## src/rtl/ppg_pkg.sv

```systemverilog
`timescale 1ns / 1ps
// ----------------------------------------------------------------------------
// PPG heart-rate package
// Shared widths, reset values, register indexes, status codes and the types
// that pass between the sample tracker, the divider and the sequencer.
// ----------------------------------------------------------------------------
package ppg_pkg;

    // Field widths.
    localparam int SAMPLE_W = 18;
    localparam int GAP_W    = 10;
    localparam int PEAKS_W  = 8;
    localparam int RATE_W   = 16;
    localparam int STATUS_W = 2;
    localparam int CFG_IDX_W  = 3;
    localparam int CFG_DATA_W = 18;

    // Widest peak position carried between modules (MAX_SAMPLES up to 65536).
    localparam int POS_W = 16;

    // Divider width and its step counter.
    localparam int DIV_W     = 16;
    localparam int DIV_CNT_W = $clog2(DIV_W + 1);

    localparam int MAX_SAMPLES_DEF = 1024;

    // Register reset values.
    localparam logic [SAMPLE_W-1:0] CREST_LEVEL_RST    = 18'd500;
    localparam logic [GAP_W-1:0]    MIN_PEAK_GAP_RST   = 10'd30;
    localparam logic [PEAKS_W-1:0]  MAX_PEAKS_RST      = 8'd50;
    localparam logic [RATE_W-1:0]   RATE_SCALE_RST     = 16'd6000;
    localparam logic [RATE_W-1:0]   RATE_MIN_RST       = 16'd30;
    localparam logic [RATE_W-1:0]   RATE_MAX_RST       = 16'd250;
    localparam logic [SAMPLE_W-1:0] MIN_SWING_RST      = 18'd2000;

    // Register indexes.
    localparam logic [CFG_IDX_W-1:0] REG_CREST_LEVEL    = 3'd0;
    localparam logic [CFG_IDX_W-1:0] REG_MIN_PEAK_GAP   = 3'd1;
    localparam logic [CFG_IDX_W-1:0] REG_MAX_PEAKS      = 3'd2;
    localparam logic [CFG_IDX_W-1:0] REG_RATE_SCALE     = 3'd3;
    localparam logic [CFG_IDX_W-1:0] REG_RATE_MIN       = 3'd4;
    localparam logic [CFG_IDX_W-1:0] REG_RATE_MAX       = 3'd5;
    localparam logic [CFG_IDX_W-1:0] REG_MIN_SWING      = 3'd6;

    // Result status codes.
    localparam logic [STATUS_W-1:0] STATUS_OK        = 2'd0;
    localparam logic [STATUS_W-1:0] STATUS_WEAK      = 2'd1;
    localparam logic [STATUS_W-1:0] STATUS_FEW_PEAKS = 2'd2;
    localparam logic [STATUS_W-1:0] STATUS_RANGE     = 2'd3;

    typedef enum logic [3:0] {
        S_IDLE     = 4'b0001,
        S_EVAL     = 4'b0010,
        S_DIV_MEAN = 4'b0100,
        S_DIV_RATE = 4'b1000
    } seq_state_t;

    typedef struct packed {
        logic [PEAKS_W-1:0]  peak_total;
        logic [POS_W-1:0]    first_pos;
        logic [POS_W-1:0]    last_pos;
        logic [SAMPLE_W-1:0] run_max;
        logic [SAMPLE_W-1:0] run_min;
    } run_info_t;

    typedef struct packed {
        logic             start;
        logic [DIV_W-1:0] dividend;
        logic [DIV_W-1:0] divisor;
    } div_req_t;

    typedef struct packed {
        logic             done;
        logic [DIV_W-1:0] quotient;
    } div_rsp_t;

endpackage

```

## src/rtl/ppg_div.sv

```systemverilog
`timescale 1ns / 1ps
// ----------------------------------------------------------------------------
// PPG shared divider
// Restoring unsigned divider, one quotient bit per cycle, done strobe at end.
// ----------------------------------------------------------------------------
module ppg_div (
    input  logic               clk,
    input  logic               rst_n,
    input  ppg_pkg::div_req_t  req,
    output ppg_pkg::div_rsp_t  rsp
);

    logic [ppg_pkg::DIV_CNT_W-1:0] cnt_reg;
    logic [ppg_pkg::DIV_CNT_W-1:0] cnt_next;
    logic                          done_reg;
    logic                          done_next;
    logic [ppg_pkg::DIV_W-1:0]     rem_reg;
    logic [ppg_pkg::DIV_W-1:0]     rem_next;
    logic [ppg_pkg::DIV_W-1:0]     quo_reg;
    logic [ppg_pkg::DIV_W-1:0]     quo_next;
    logic [ppg_pkg::DIV_W-1:0]     dsr_reg;
    logic [ppg_pkg::DIV_W:0]       rem_shift;
    logic                          active;

    assign active    = (cnt_reg != '0);
    assign rem_shift = {rem_reg, quo_reg[ppg_pkg::DIV_W-1]};

    always_comb
    begin
        cnt_next  = cnt_reg;
        done_next = 1'b0;
        rem_next  = rem_reg;
        quo_next  = quo_reg;
        if (req.start)
        begin
            cnt_next = ppg_pkg::DIV_CNT_W'(ppg_pkg::DIV_W);
            rem_next = '0;
            quo_next = req.dividend;
        end
        else if (active)
        begin
            cnt_next  = cnt_reg - 1'b1;
            done_next = (cnt_reg == ppg_pkg::DIV_CNT_W'(1));
            if (rem_shift >= {1'b0, dsr_reg})
            begin
                rem_next = ppg_pkg::DIV_W'(rem_shift - {1'b0, dsr_reg});
                quo_next = {quo_reg[ppg_pkg::DIV_W-2:0], 1'b1};
            end
            else
            begin
                rem_next = rem_shift[ppg_pkg::DIV_W-1:0];
                quo_next = {quo_reg[ppg_pkg::DIV_W-2:0], 1'b0};
            end
        end
    end

    always_ff @(posedge clk or negedge rst_n)
    begin
        if (!rst_n)
        begin
            cnt_reg  <= '0;
            done_reg <= 1'b0;
        end
        else
        begin
            cnt_reg  <= cnt_next;
            done_reg <= done_next;
        end
    end

    always_ff @(posedge clk)
    begin
        rem_reg <= rem_next;
        quo_reg <= quo_next;
        if (req.start)
        begin
            dsr_reg <= req.divisor;
        end
    end

    assign rsp.done     = done_reg;
    assign rsp.quotient = quo_reg;

endmodule

```

## src/rtl/ppg_track.sv

```systemverilog
`timescale 1ns / 1ps
// ----------------------------------------------------------------------------
// PPG sample tracker
// Keeps the sample window, run extremes and accepted peak positions.
// ----------------------------------------------------------------------------
module ppg_track #(
    parameter int MAX_SAMPLES = ppg_pkg::MAX_SAMPLES_DEF
) (
    input  logic                          clk,
    input  logic                          rst_n,
    input  logic                          take,
    input  logic [ppg_pkg::SAMPLE_W-1:0]  sample,
    input  logic                          clear,
    input  logic [ppg_pkg::SAMPLE_W-1:0]  crest_level,
    input  logic [ppg_pkg::GAP_W-1:0]     min_peak_gap,
    input  logic [ppg_pkg::PEAKS_W-1:0]   max_peaks,
    output ppg_pkg::run_info_t            info
);

    localparam int CW = $clog2(MAX_SAMPLES + 1);
    localparam int PW = $clog2(MAX_SAMPLES);
    localparam int GW = (PW > ppg_pkg::GAP_W) ? PW : ppg_pkg::GAP_W;

    logic [ppg_pkg::SAMPLE_W-1:0] win_reg [4];
    logic [CW-1:0]                pos_reg;
    logic [ppg_pkg::PEAKS_W-1:0]  total_reg;
    logic [ppg_pkg::PEAKS_W-1:0]  total_next;
    logic [PW-1:0]                first_reg;
    logic [PW-1:0]                last_reg;
    logic [ppg_pkg::SAMPLE_W-1:0] max_reg;
    logic [ppg_pkg::SAMPLE_W-1:0] min_reg;
    logic                         stop_reg;

    logic                         keep;
    logic [PW-1:0]                cpos;
    logic [PW-1:0]                span;
    logic                         is_peak;
    logic                         gap_ok;
    logic                         accept_peak;

    // Samples past the storage limit are dropped but still end a run.
    assign keep = take && (pos_reg != CW'(MAX_SAMPLES));
    assign cpos = PW'(pos_reg - CW'(2));
    assign span = cpos - last_reg;

    assign is_peak = (pos_reg >= CW'(4)) && !stop_reg
                     && (win_reg[1] > crest_level)
                     && (win_reg[1] > win_reg[0]) && (win_reg[1] > win_reg[2])
                     && (win_reg[1] > win_reg[3]) && (win_reg[1] > sample);
    assign gap_ok = (total_reg == '0) || (GW'(span) > GW'(min_peak_gap));
    assign accept_peak = keep && is_peak && gap_ok;
    assign total_next  = total_reg + 1'b1;

    always_ff @(posedge clk or negedge rst_n)
    begin
        if (!rst_n)
        begin
            for (int i = 0; i < 4; i++)
            begin
                win_reg[i] <= '0;
            end
            pos_reg   <= '0;
            total_reg <= '0;
            first_reg <= '0;
            last_reg  <= '0;
            max_reg   <= '0;
            min_reg   <= '1;
            stop_reg  <= 1'b0;
        end
        else if (clear)
        begin
            for (int i = 0; i < 4; i++)
            begin
                win_reg[i] <= '0;
            end
            pos_reg   <= '0;
            total_reg <= '0;
            first_reg <= '0;
            last_reg  <= '0;
            max_reg   <= '0;
            min_reg   <= '1;
            stop_reg  <= 1'b0;
        end
        else if (keep)
        begin
            win_reg[0] <= sample;
            win_reg[1] <= win_reg[0];
            win_reg[2] <= win_reg[1];
            win_reg[3] <= win_reg[2];
            pos_reg    <= pos_reg + 1'b1;
            if (sample > max_reg)
            begin
                max_reg <= sample;
            end
            if (sample < min_reg)
            begin
                min_reg <= sample;
            end
            if (accept_peak)
            begin
                if (total_reg == '0)
                begin
                    first_reg <= cpos;
                end
                last_reg  <= cpos;
                total_reg <= total_next;
                if (total_next >= max_peaks)
                begin
                    stop_reg <= 1'b1;
                end
            end
        end
    end

    assign info.peak_total = total_reg;
    assign info.first_pos  = ppg_pkg::POS_W'(first_reg);
    assign info.last_pos   = ppg_pkg::POS_W'(last_reg);
    assign info.run_max    = max_reg;
    assign info.run_min    = min_reg;

endmodule

```

## src/rtl/ppg_peak_heart_rate_unit.sv

```systemverilog
`timescale 1ns / 1ps
// ----------------------------------------------------------------------------
// PPG peak detector and heart-rate unit
// Finds pulse peaks in a run of infrared samples and reports the heart rate.
// ----------------------------------------------------------------------------
// Usage: a sample beat is taken at a rising edge with start high and busy low.
// An ordinary sample is absorbed without stalling, so samples can stream at
// one per clock and busy stays low. A sample with last set closes the run:
// busy rises for the evaluation, which uses one shared 16-bit restoring
// divider up to twice (mean peak interval, then rate), one quotient bit per
// cycle. The result beat appears for exactly one cycle on done together with
// heart_rate, status and peaks_found. It comes straight from evaluation for a
// weak signal or too few peaks, after the first division for a zero mean interval
// and after the second for a full rate. The receiver cannot stall the result;
// it must take it in the cycle where done is high. Configuration is written
// through cfg_we, cfg_index and cfg_data; the user must write it only while
// the unit is idle, which the block itself does not enforce. Reset loads the
// register defaults and clears the run state; a finished run clears it too.
// ----------------------------------------------------------------------------
module ppg_peak_heart_rate_unit #(
    parameter int MAX_SAMPLES = ppg_pkg::MAX_SAMPLES_DEF
) (
    input  logic                            clk,
    input  logic                            rst_n,
    input  logic                            start,
    output logic                            busy,
    input  logic [ppg_pkg::SAMPLE_W-1:0]    sample,
    input  logic                            last,
    output logic                            done,
    output logic [ppg_pkg::RATE_W-1:0]      heart_rate,
    output logic [ppg_pkg::STATUS_W-1:0]    status,
    output logic [ppg_pkg::PEAKS_W-1:0]     peaks_found,
    input  logic                            cfg_we,
    input  logic [ppg_pkg::CFG_IDX_W-1:0]   cfg_index,
    input  logic [ppg_pkg::CFG_DATA_W-1:0]  cfg_data
);

    // Configuration registers.
    logic [ppg_pkg::SAMPLE_W-1:0] crest_level_reg;
    logic [ppg_pkg::GAP_W-1:0]    min_peak_gap_reg;
    logic [ppg_pkg::PEAKS_W-1:0]  max_peaks_reg;
    logic [ppg_pkg::RATE_W-1:0]   rate_scale_reg;
    logic [ppg_pkg::RATE_W-1:0]   rate_min_reg;
    logic [ppg_pkg::RATE_W-1:0]   rate_max_reg;
    logic [ppg_pkg::SAMPLE_W-1:0] min_swing_reg;

    ppg_pkg::seq_state_t state_reg;
    ppg_pkg::seq_state_t state_next;

    logic                         done_reg;
    logic                         done_next;
    logic [ppg_pkg::RATE_W-1:0]   rate_reg;
    logic [ppg_pkg::RATE_W-1:0]   rate_next;
    logic [ppg_pkg::STATUS_W-1:0] status_reg;
    logic [ppg_pkg::STATUS_W-1:0] status_next;
    logic [ppg_pkg::PEAKS_W-1:0]  peaks_reg;
    logic [ppg_pkg::PEAKS_W-1:0]  peaks_next;

    logic                 accept;
    logic                 clear_run;
    logic                 swing_low;
    ppg_pkg::run_info_t   info;
    ppg_pkg::div_req_t    div_req;
    ppg_pkg::div_rsp_t    div_rsp;

    assign accept = start && !busy;

    always_ff @(posedge clk or negedge rst_n)
    begin
        if (!rst_n)
        begin
            crest_level_reg    <= ppg_pkg::CREST_LEVEL_RST;
            min_peak_gap_reg   <= ppg_pkg::MIN_PEAK_GAP_RST;
            max_peaks_reg      <= ppg_pkg::MAX_PEAKS_RST;
            rate_scale_reg     <= ppg_pkg::RATE_SCALE_RST;
            rate_min_reg       <= ppg_pkg::RATE_MIN_RST;
            rate_max_reg       <= ppg_pkg::RATE_MAX_RST;
            min_swing_reg      <= ppg_pkg::MIN_SWING_RST;
        end
        else if (cfg_we)
        begin
            unique case (cfg_index)
                ppg_pkg::REG_CREST_LEVEL:    crest_level_reg    <= cfg_data;
                ppg_pkg::REG_MIN_PEAK_GAP:   min_peak_gap_reg   <= cfg_data[ppg_pkg::GAP_W-1:0];
                ppg_pkg::REG_MAX_PEAKS:      max_peaks_reg      <= cfg_data[ppg_pkg::PEAKS_W-1:0];
                ppg_pkg::REG_RATE_SCALE:     rate_scale_reg     <= cfg_data[ppg_pkg::RATE_W-1:0];
                ppg_pkg::REG_RATE_MIN:       rate_min_reg       <= cfg_data[ppg_pkg::RATE_W-1:0];
                ppg_pkg::REG_RATE_MAX:       rate_max_reg       <= cfg_data[ppg_pkg::RATE_W-1:0];
                ppg_pkg::REG_MIN_SWING:      min_swing_reg      <= cfg_data;
                default:
                begin
                end
            endcase
        end
    end

    ppg_track #(
        .MAX_SAMPLES (MAX_SAMPLES)
    ) u_track (
        .clk          (clk),
        .rst_n        (rst_n),
        .take         (accept),
        .sample       (sample),
        .clear        (clear_run),
        .crest_level  (crest_level_reg),
        .min_peak_gap (min_peak_gap_reg),
        .max_peaks    (max_peaks_reg),
        .info         (info)
    );

    ppg_div u_div (
        .clk   (clk),
        .rst_n (rst_n),
        .req   (div_req),
        .rsp   (div_rsp)
    );

    // A run with no kept sample has its minimum above its maximum; its swing
    // then counts as zero.
    assign swing_low = (info.run_max >= info.run_min)
                       ? ((info.run_max - info.run_min) < min_swing_reg)
                       : (min_swing_reg != '0);

    // Sequencer: evaluation of the closed run, with the divider used first for
    // the mean peak interval and then for the rate. Every finishing branch
    // loads the result registers, pulses done and clears the run.
    always_comb
    begin
        state_next       = state_reg;
        done_next        = 1'b0;
        rate_next        = rate_reg;
        status_next      = status_reg;
        peaks_next       = peaks_reg;
        clear_run        = 1'b0;
        div_req.start    = 1'b0;
        div_req.dividend = ppg_pkg::DIV_W'(info.last_pos - info.first_pos);
        div_req.divisor  = ppg_pkg::DIV_W'(info.peak_total - 1'b1);
        unique case (state_reg)
            ppg_pkg::S_IDLE:
            begin
                if (accept && last)
                begin
                    state_next = ppg_pkg::S_EVAL;
                end
            end
            ppg_pkg::S_EVAL:
            begin
                peaks_next = info.peak_total;
                rate_next  = '0;
                if (swing_low)
                begin
                    status_next = ppg_pkg::STATUS_WEAK;
                    done_next   = 1'b1;
                    clear_run   = 1'b1;
                    state_next  = ppg_pkg::S_IDLE;
                end
                else if (info.peak_total < ppg_pkg::PEAKS_W'(2))
                begin
                    status_next = ppg_pkg::STATUS_FEW_PEAKS;
                    done_next   = 1'b1;
                    clear_run   = 1'b1;
                    state_next  = ppg_pkg::S_IDLE;
                end
                else
                begin
                    div_req.start = 1'b1;
                    state_next    = ppg_pkg::S_DIV_MEAN;
                end
            end
            ppg_pkg::S_DIV_MEAN:
            begin
                div_req.dividend = rate_scale_reg;
                div_req.divisor  = div_rsp.quotient;
                if (div_rsp.done)
                begin
                    if (div_rsp.quotient == '0)
                    begin
                        status_next = ppg_pkg::STATUS_RANGE;
                        done_next   = 1'b1;
                        clear_run   = 1'b1;
                        state_next  = ppg_pkg::S_IDLE;
                    end
                    else
                    begin
                        div_req.start = 1'b1;
                        state_next    = ppg_pkg::S_DIV_RATE;
                    end
                end
            end
            ppg_pkg::S_DIV_RATE:
            begin
                if (div_rsp.done)
                begin
                    if ((div_rsp.quotient < rate_min_reg) || (div_rsp.quotient > rate_max_reg))
                    begin
                        rate_next   = '0;
                        status_next = ppg_pkg::STATUS_RANGE;
                    end
                    else
                    begin
                        rate_next   = div_rsp.quotient;
                        status_next = ppg_pkg::STATUS_OK;
                    end
                    done_next  = 1'b1;
                    clear_run  = 1'b1;
                    state_next = ppg_pkg::S_IDLE;
                end
            end
            default:
            begin
                state_next = ppg_pkg::S_IDLE;
            end
        endcase
    end

    always_ff @(posedge clk or negedge rst_n)
    begin
        if (!rst_n)
        begin
            state_reg <= ppg_pkg::S_IDLE;
            done_reg  <= 1'b0;
        end
        else
        begin
            state_reg <= state_next;
            done_reg  <= done_next;
        end
    end

    always_ff @(posedge clk)
    begin
        rate_reg   <= rate_next;
        status_reg <= status_next;
        peaks_reg  <= peaks_next;
    end

    assign busy        = (state_reg != ppg_pkg::S_IDLE);
    assign done        = done_reg;
    assign heart_rate  = rate_reg;
    assign status      = status_reg;
    assign peaks_found = peaks_reg;

    // A result beat always closes an evaluation.
    assert property (@(posedge clk) disable iff (!rst_n) done |-> $past(busy))
        else $error("result beat without a preceding evaluation");

    // A closing sample starts an evaluation in the next cycle.
    assert property (@(posedge clk) disable iff (!rst_n) (accept && last) |=> busy)
        else $error("last sample did not start an evaluation");

    // An ordinary sample is absorbed without stalling and gives no result.
    assert property (@(posedge clk) disable iff (!rst_n)
                     (accept && !last) |=> (!busy && !done))
        else $error("ordinary sample stalled the unit or gave a result");

    // A good rate lies inside the configured range.
    assert property (@(posedge clk) disable iff (!rst_n)
                     (done && (status == ppg_pkg::STATUS_OK))
                     |-> ((heart_rate >= rate_min_reg) && (heart_rate <= rate_max_reg)))
        else $error("reported rate outside the configured range");

    // Any failure status reports a zero rate.
    assert property (@(posedge clk) disable iff (!rst_n)
                     (done && (status != ppg_pkg::STATUS_OK)) |-> (heart_rate == '0))
        else $error("nonzero rate with a failure status");

endmodule
```

## config.mk

```make
export PLATFORM = sky130hd
export DESIGN_NAME = ppg_peak_heart_rate_unit
export DESIGN_NICKNAME = d
export VERILOG_FILES = /design/src/rtl/ppg_pkg.sv /design/src/rtl/ppg_div.sv /design/src/rtl/ppg_track.sv /design/src/rtl/ppg_peak_heart_rate_unit.sv
export SDC_FILE = /design/constraint.sdc
export NUM_CORES = 1
export LEC_CHECK = 0
export BUFFER_PORTS_ARGS = -buffer_cell sky130_fd_sc_hd__buf_4
export CORE_MARGIN = 10
export CORE_UTILIZATION = 45
export CTS_BUF_LIST = sky130_fd_sc_hd__clkbuf_16
export CTS_CLUSTER_DIAMETER = 60
export CTS_CLUSTER_SIZE = 40
export DETAILED_ROUTE_END_ITERATION = 7
export GPL_TIMING_DRIVEN = 0
export PLACE_DENSITY = 0.71
export SKIP_CTS_REPAIR_TIMING = 1
export SLEW_MARGIN = 10
export SYNTH_ARGS = -nofsm -noshare
export SYNTH_HDL_FRONTEND = slang
export SYNTH_SLANG_ARGS = --single-unit
```

## constraint.sdc

```tcl
create_clock -name clk -period 5.9 [get_ports clk]
set_input_delay 1.77 -clock clk [delete_from_list [all_inputs] [get_ports clk]]
set_output_delay 1.77 -clock clk [all_outputs]
set_load 0.03 [all_outputs]
```

# [After elaboration in Yosys (flattened, before gate mapping)]
# Cells that the tools add are included.
[totals] inputBits=44 out_inout_bits=28 word_cells=177 register_bits=335
[classes] add_sub_neg=9 n_reduce_logical=44 magnitude_cmp=16 mux=62 eq_ne=18
[ops] op="72-bit 2-to-1 mux" n=2
[ops] op="18-bit > comparator" n=6
[ops] op="18-bit 2-to-1 mux" n=6
[ops] op="16-bit 2-to-1 mux" n=5
[ops] op="10-bit 2-to-1 mux" n=7
[ops] op="18-bit less-than comparator" n=2
[ops] op="32-bit 2-to-1 mux" n=1
[ops] op="16-bit one-hot mux with 2 select lines" n=1
[ops] op="8-bit 2-to-1 mux" n=3
[ops] op="11-bit 2-to-1 mux" n=2
[ops] op="2-bit AND reduction" n=11
[ops] op="4-bit 2-to-1 mux" n=5
[ops] op="18-bit greater-or-equal comparator" n=1
[ops] op="18-bit nonzero test" n=1
[ops] op="18-bit subtractor" n=1
[ops] op="17-bit by 16-bit greater-or-equal comparator with 1-bit output" n=1
[ops] op="1-bit 2-to-1 mux" n=17
[ops] op="16-bit > comparator" n=1
[ops] op="16-bit zero test" n=1
[ops] op="16-bit less-than comparator" n=1
[ops] op="4-bit one-hot mux with 4 select lines" n=1
[ops] op="2-bit nonzero test" n=8
[ops] op="16-bit subtractor" n=1
[ops] op="2-bit 2-to-1 mux" n=6
[ops] op="38 further kinds" n=58

# [Longest topological paths before layout]
[depth] word_depth=12 ltp_mapped=22

# [Cells and area by module]
# A second synthesis with hierarchy kept.
[unflattened] cells_unflattened=2376 hier_area_um2=22157.5
[by_module_without_submodules] module="ppg_track" seq_area_each_um2=3726.1 area_each_um2=10575.1 n_inst=1 cells_per_inst=1235
[by_module_without_submodules] module="ppg_peak_heart_rate_unit" seq_area_each_um2=3504.6 area_each_um2=8358.0 n_inst=1 cells_per_inst=821
[by_module_without_submodules] module="ppg_div" seq_area_each_um2=1431.4 area_each_um2=3224.3 n_inst=1 cells_per_inst=320

# [Least setup slack after synthesis]
# Ideal clock, no wire load.
[synth_path] kind="register to register" start="reg u_track.min_reg[1] (netlist bit)" end="reg u_div.quo_reg[6] (netlist bit) (data pin)" t_required_ns=5.640 period_less_slack_ns=4.675 slack_ns=1.225 setup_time_ns=0.260 arrival_ns=4.415 stages_incl_launch_ff=19 path_cell_list="dfstp_2 > inv_1 > ha_1 > a21o_1 > a41o_1 > o41a_1 > a311o_1 > a221o_1 > a21oi_1 > xnor2_1 > ha_1 > and3_1 > a221oi_1 > o21ai_1 > mux2_4 > a21oi_4 > inv_2 > buf_6 > mux2_4"
[synth_via] elab_chain_len=6 elab_cells_between_ends=7
[synth_rtl] item="start: declaration" line_no="ppg_track.sv:31" text="logic [ppg_pkg::SAMPLE_W-1:0] min_reg;"
[synth_rtl] item="start signal: assignment" line_no="ppg_track.sv:97" text="min_reg <= sample;"
[synth_rtl] item="18-bit subtractor" line_no="ppg_peak_heart_rate_unit.sv:121" text="? ((info.run_max - info.run_min) < min_swing_reg)"
[synth_rtl] item="18-bit less-than comparator" line_no="ppg_peak_heart_rate_unit.sv:121"
[synth_rtl] item="1-bit 2-to-1 mux (*)" line_no="ppg_peak_heart_rate_unit.sv:121"
[synth_rtl] item="1-bit 2-to-1 mux (*)" line_no="ppg_peak_heart_rate_unit.sv:150" text="if (swing_low)"
[synth_rtl] item="1-bit one-hot mux with 2 select lines (*)" line_no="ppg_peak_heart_rate_unit.sv:138" text="unique case (state_reg)"
[synth_rtl] item="16-bit 2-to-1 mux (*)" line_no="ppg_div.sv:34" text="if (req.start)"
[synth_rtl] item="named net u_div.quo_next, one bit" line_no="ppg_div.sv:20" text="logic [ppg_pkg::DIV_W-1:0] quo_next;"
[synth_rtl] item="end signal: assignment" line_no="ppg_div.sv:74" text="quo_reg <= quo_next;"
[synth_rtl] item="end: declaration" line_no="ppg_div.sv:19" text="logic [ppg_pkg::DIV_W-1:0] quo_reg;"
# The timed path passes the listed nets; every way through them passes the cells marked *.
# A chain may end at the register's enable or synchronous reset.

# [Worst setup path after layout]
[layout_path] start="reg u_track.min_reg[1] (netlist bit)" end="reg u_div.quo_reg[12] (netlist bit) (enable)"
[layout_via] elab_chain_len=6 elab_cells_between_ends=7
[layout_rtl] item="18-bit subtractor" line_no="ppg_peak_heart_rate_unit.sv:121"
[layout_rtl] item="18-bit less-than comparator" line_no="ppg_peak_heart_rate_unit.sv:121"
[layout_rtl] item="1-bit 2-to-1 mux (*)" line_no="ppg_peak_heart_rate_unit.sv:121"
[layout_rtl] item="1-bit 2-to-1 mux (*)" line_no="ppg_peak_heart_rate_unit.sv:150"
[layout_rtl] item="1-bit one-hot mux with 2 select lines (*)" line_no="ppg_peak_heart_rate_unit.sv:138"
[layout_rtl] item="2-bit nonzero test (no source line) (*)"
# Every way passes the cells marked *; elsewhere a longest branch is shown, timed or not.

==> impl_results.md <==
- Asr flop ratio synth: 0.779
- Max incr delay on CP: 560 ps
- Slew headroom: 0.202
- Cell count after synthesis: 2191
- Crit Path Max Fanout: 16
- Yosys top cell area share: 0.247
- Crit path buffers/inverters: 1
- Hold Vio Cnt, Final: 0
- Clock power frac: 0.168
- PortBufs: 69
- Synth top area cells: dfrtp_1 25%, ha_1 15%, edfxtp_1 8.4%, dfstp_2 6.9%, inv_1 4.6%
- Die height: 235 um
- Critical Path Most Common Cell: ha_1
- Synth Net Count: 2493
- Largest family of logic cells by synthesized area: compound AO/OA/AOI/OAI gates
- Worst min path class: flip-flop to flip-flop
- Number of antenna diodes: 0
- Max VDD drop: 0.000319 V
- DR WL/cell: 19.2 um
- Register area share after synthesis: 0.416
- WHS Path Cells: 0
- Root buffer cell: clkbuf_16
- Detailed-route wire length: 56.1 mm
- Net Sw Frac: 0.436
- Number of global-route vias before repair: 16480
- Worst-path cell chain: inv_1 -> ha_1 -> a21o_1 -> a41o_1 -> o41a_1 -> a311o_1 -> a221o_1 -> a21oi_1 -> xnor2_1 -> ha_1 -> and3_1 -> a221oi_1 -> o21ai_1 -> mux2_4 -> a21oi_4 -> nand2_1
- Synth Area in Simple Gates: 0.134
- DR DRC count: 0
- Netlist Area Pre-Place: 20800 um2
- Layout Area Growth over Synthesis: 11.8%
- First-pass DRT Iterations: 5
- Initial antenna violation count: 0
- Most frequent cells in the layout: 258 x inv_1, 258 x nand2_1, 254 x ha_1
- Fraction of layout cells with a size suffix above 1: 0.125
- Req. time, crit path: 6090 ps
- GRT Util Overall: 0.196
- Core Region: 45600 um2
- CTS tree: done
- Setup TNS: 0 ps
- Top_reg_cell synth: dfrtp_1
- Max Cap Viol: 0
- Final HPWL DP: 42.4 mm
- Logic pwr share: 0.524
- Fin crit period: 5330 ps
- Critical path type: flip-flop to flip-flop
- CP Capture Type: flip-flop
- Yosys Warn Count: 0
- Row count: 78
- Worst Reg-to-Reg Cells: 16
- # IOs: 72
- Final GP Congestion: 0.893
- Clock sink total: 335
- Mean cell area of the mapped netlist: 9.51 um2
- DIE AREA: 55300 um2
- Clk slew on worst S/H paths: 80 ps
- Post-Synth Adder-Cell Area: 0.156
- Crit path depth: 16
- Post-synth EDFFs: 58
- Routed vias: 16478
- Setup Skew: 39.3 ps
- Die X: 235 um
- GRT overflow: 0
- Most area-hungry cell type in the Yosys netlist: dfrtp_1
- Post-synthesis mux area share: 0.0431
- Pins Over Slew Limit: 0
- CTS buffer count: 30
- First-pass GRT wire length: 89.2 mm
- RSZ-0062 raised after global routing: no
- Initial drt markers: 1110
- Overall power: 12.9 mW
- Xor/xnor share of the synthesized area: 0.0294
- Max FFs per register: 72
- Slew of the pin with the lowest slew margin: 1190 ps
- Status: finished, final reports clean
- Synth unique cells: 77
- Internal cell power: 7.27 mW
- Worst-Skew Late Latency: 610 ps
- Vias per cell: 5.65
- Largest net degree at the start of global routing: 108
- CP startpoint kind: flip-flop
- H-tree lvl count: 1
- Fmax: 188 MHz
- Fin crit share: 0.904
- Max Buffers Root-to-Sink: 3
- Worst EP arrival: 5520 ps
- Power per cell area: 553 nW/um2
- Switching power: 5.62 mW
- DRT antenna net count: 0
- Sequential power share: 0.308
- Leakage: 10.9 nW
- Slowest-stage cell, CP: dfstp_2
- Seq cells post-synth: 335
- Fin nets: 2597
- Cell family with most CP delay: compound AO/OA/AOI/OAI gates
- Final setup vio count: 0
- Complex-gate fraction of the synthesized area: 0.158
- Initial Utilization: 0.457
[kinds of logic after synthesis]
family	after synthesis
XOR/XNOR	70
flip-flops	335
buffers and inverters	338
multiplexers	80
AO/OA/AOI/OAI	517
adder cells (fa/ha/maj)	258
AND/OR/NAND/NOR	593
[cell usage after synthesis, types with 5 or more instances]
master       n
mux2_4       5
mux2i_1     17
a2111oi_0    5
nand3_1     44
o211ai_1    35
nand4_1     36
o211a_1      6
xnor2_1     44
nand2b_1    17
ha_1       254
a211oi_1    42
inv_1      258
edfxtp_1    58
buf_2       18
o21ai_0    121
a21boi_0     9
o41ai_1      5
or4_1        5
xor2_1      26
o21a_1      19
clkbuf_1    51
and3_1      25
mux2_2      58
nor2b_1     22
dfrtp_1    206
nor4_1      14
nor2_1      99
a21o_1      47
nand2_1    258
o31ai_1      7
a31oi_1      8
a31o_2       5
nor3_1      43
dfxtp_1     16
a21oi_1    151
a22o_1      27
dfstp_2     55
[power groups by stage]
| stage | Clock (mW) | Sequential (mW) | Combinational [mW] |
|---|---|---|---|
| finish | 2.16 | 3.97 | 6.75 |
| global route | 2.29 | 4.04 | 7.64 |
| CTS | 2.20 | 3.95 | 6.74 |
| detailed placement | 0 | 3.99 | 6.67 |
| global placement | 0 | 3.96 | 6.32 |
| floorplan | 0 | 3.67 | 5.06 |
[area by class of cell]
cell class,instances,area (um2)
buffer,78,338
clock buffer,30,751
clock inverter,26,358
fill,4122,22300
inverter,260,978
multi-input combinational,1518,10900
sequential,335,8660
tap,600,751
timing repair buffer,72,592
[path summary, 6_finish.rpt]
| kind | slack (ps) | end | from |
|---|---|---|---|
| max | 570 | u_div.quo_reg[12] | u_track.min_reg[1] |
| min | 450 | peaks_found[2] | u_track.total_reg[2] |
| max reg2reg | 570 | u_div.quo_reg[12] | u_track.min_reg[1] |
| min reg2reg | 450 | peaks_found[2] | u_track.total_reg[2] |
| max in group asynchronous | 3370 | crest_level_reg[5] | rst_n |
| min in group asynchronous | 1250 | u_track.win_reg[23] | rst_n |
[layer usage]
layer,share of wire,up-vias,global-route usage
li1,-,7914,-
met1,0.43,8068,0.249
met2,0.49,386,0.335
met3,0.040,110,0.0231
met4,0.037,0,0.0746
met5,0,-,0
[worst reg2reg max path, cell delays in order, from the launching register on]
cell and delay (ps):
dfstp_2 560, inv_1 70, ha_1 320, a21o_1 210
a41o_1 270, o41a_1 370, a311o_1 410, a221o_1 340
a21oi_1 170, xnor2_1 150, ha_1 270, and3_1 190
a221oi_1 270, o21ai_1 180, mux2_4 360, a21oi_4 300
nand2_1 500
[stage by stage]
stage                     cells  instance area, um2  hold slack [ps]   util  setup slack [ps]
after global placement     2860               22100              431  0.485               625
final                      2919               23300              449  0.511               569
after floorplan            2191               20800              420      -              1230
after detailed placement   2863               22200              439  0.487               436
after CTS                  2919               23300              453  0.511               418
after global routing       2919               23300              474  0.511               146
Note: power is estimated with default switching activity, not from simulation.
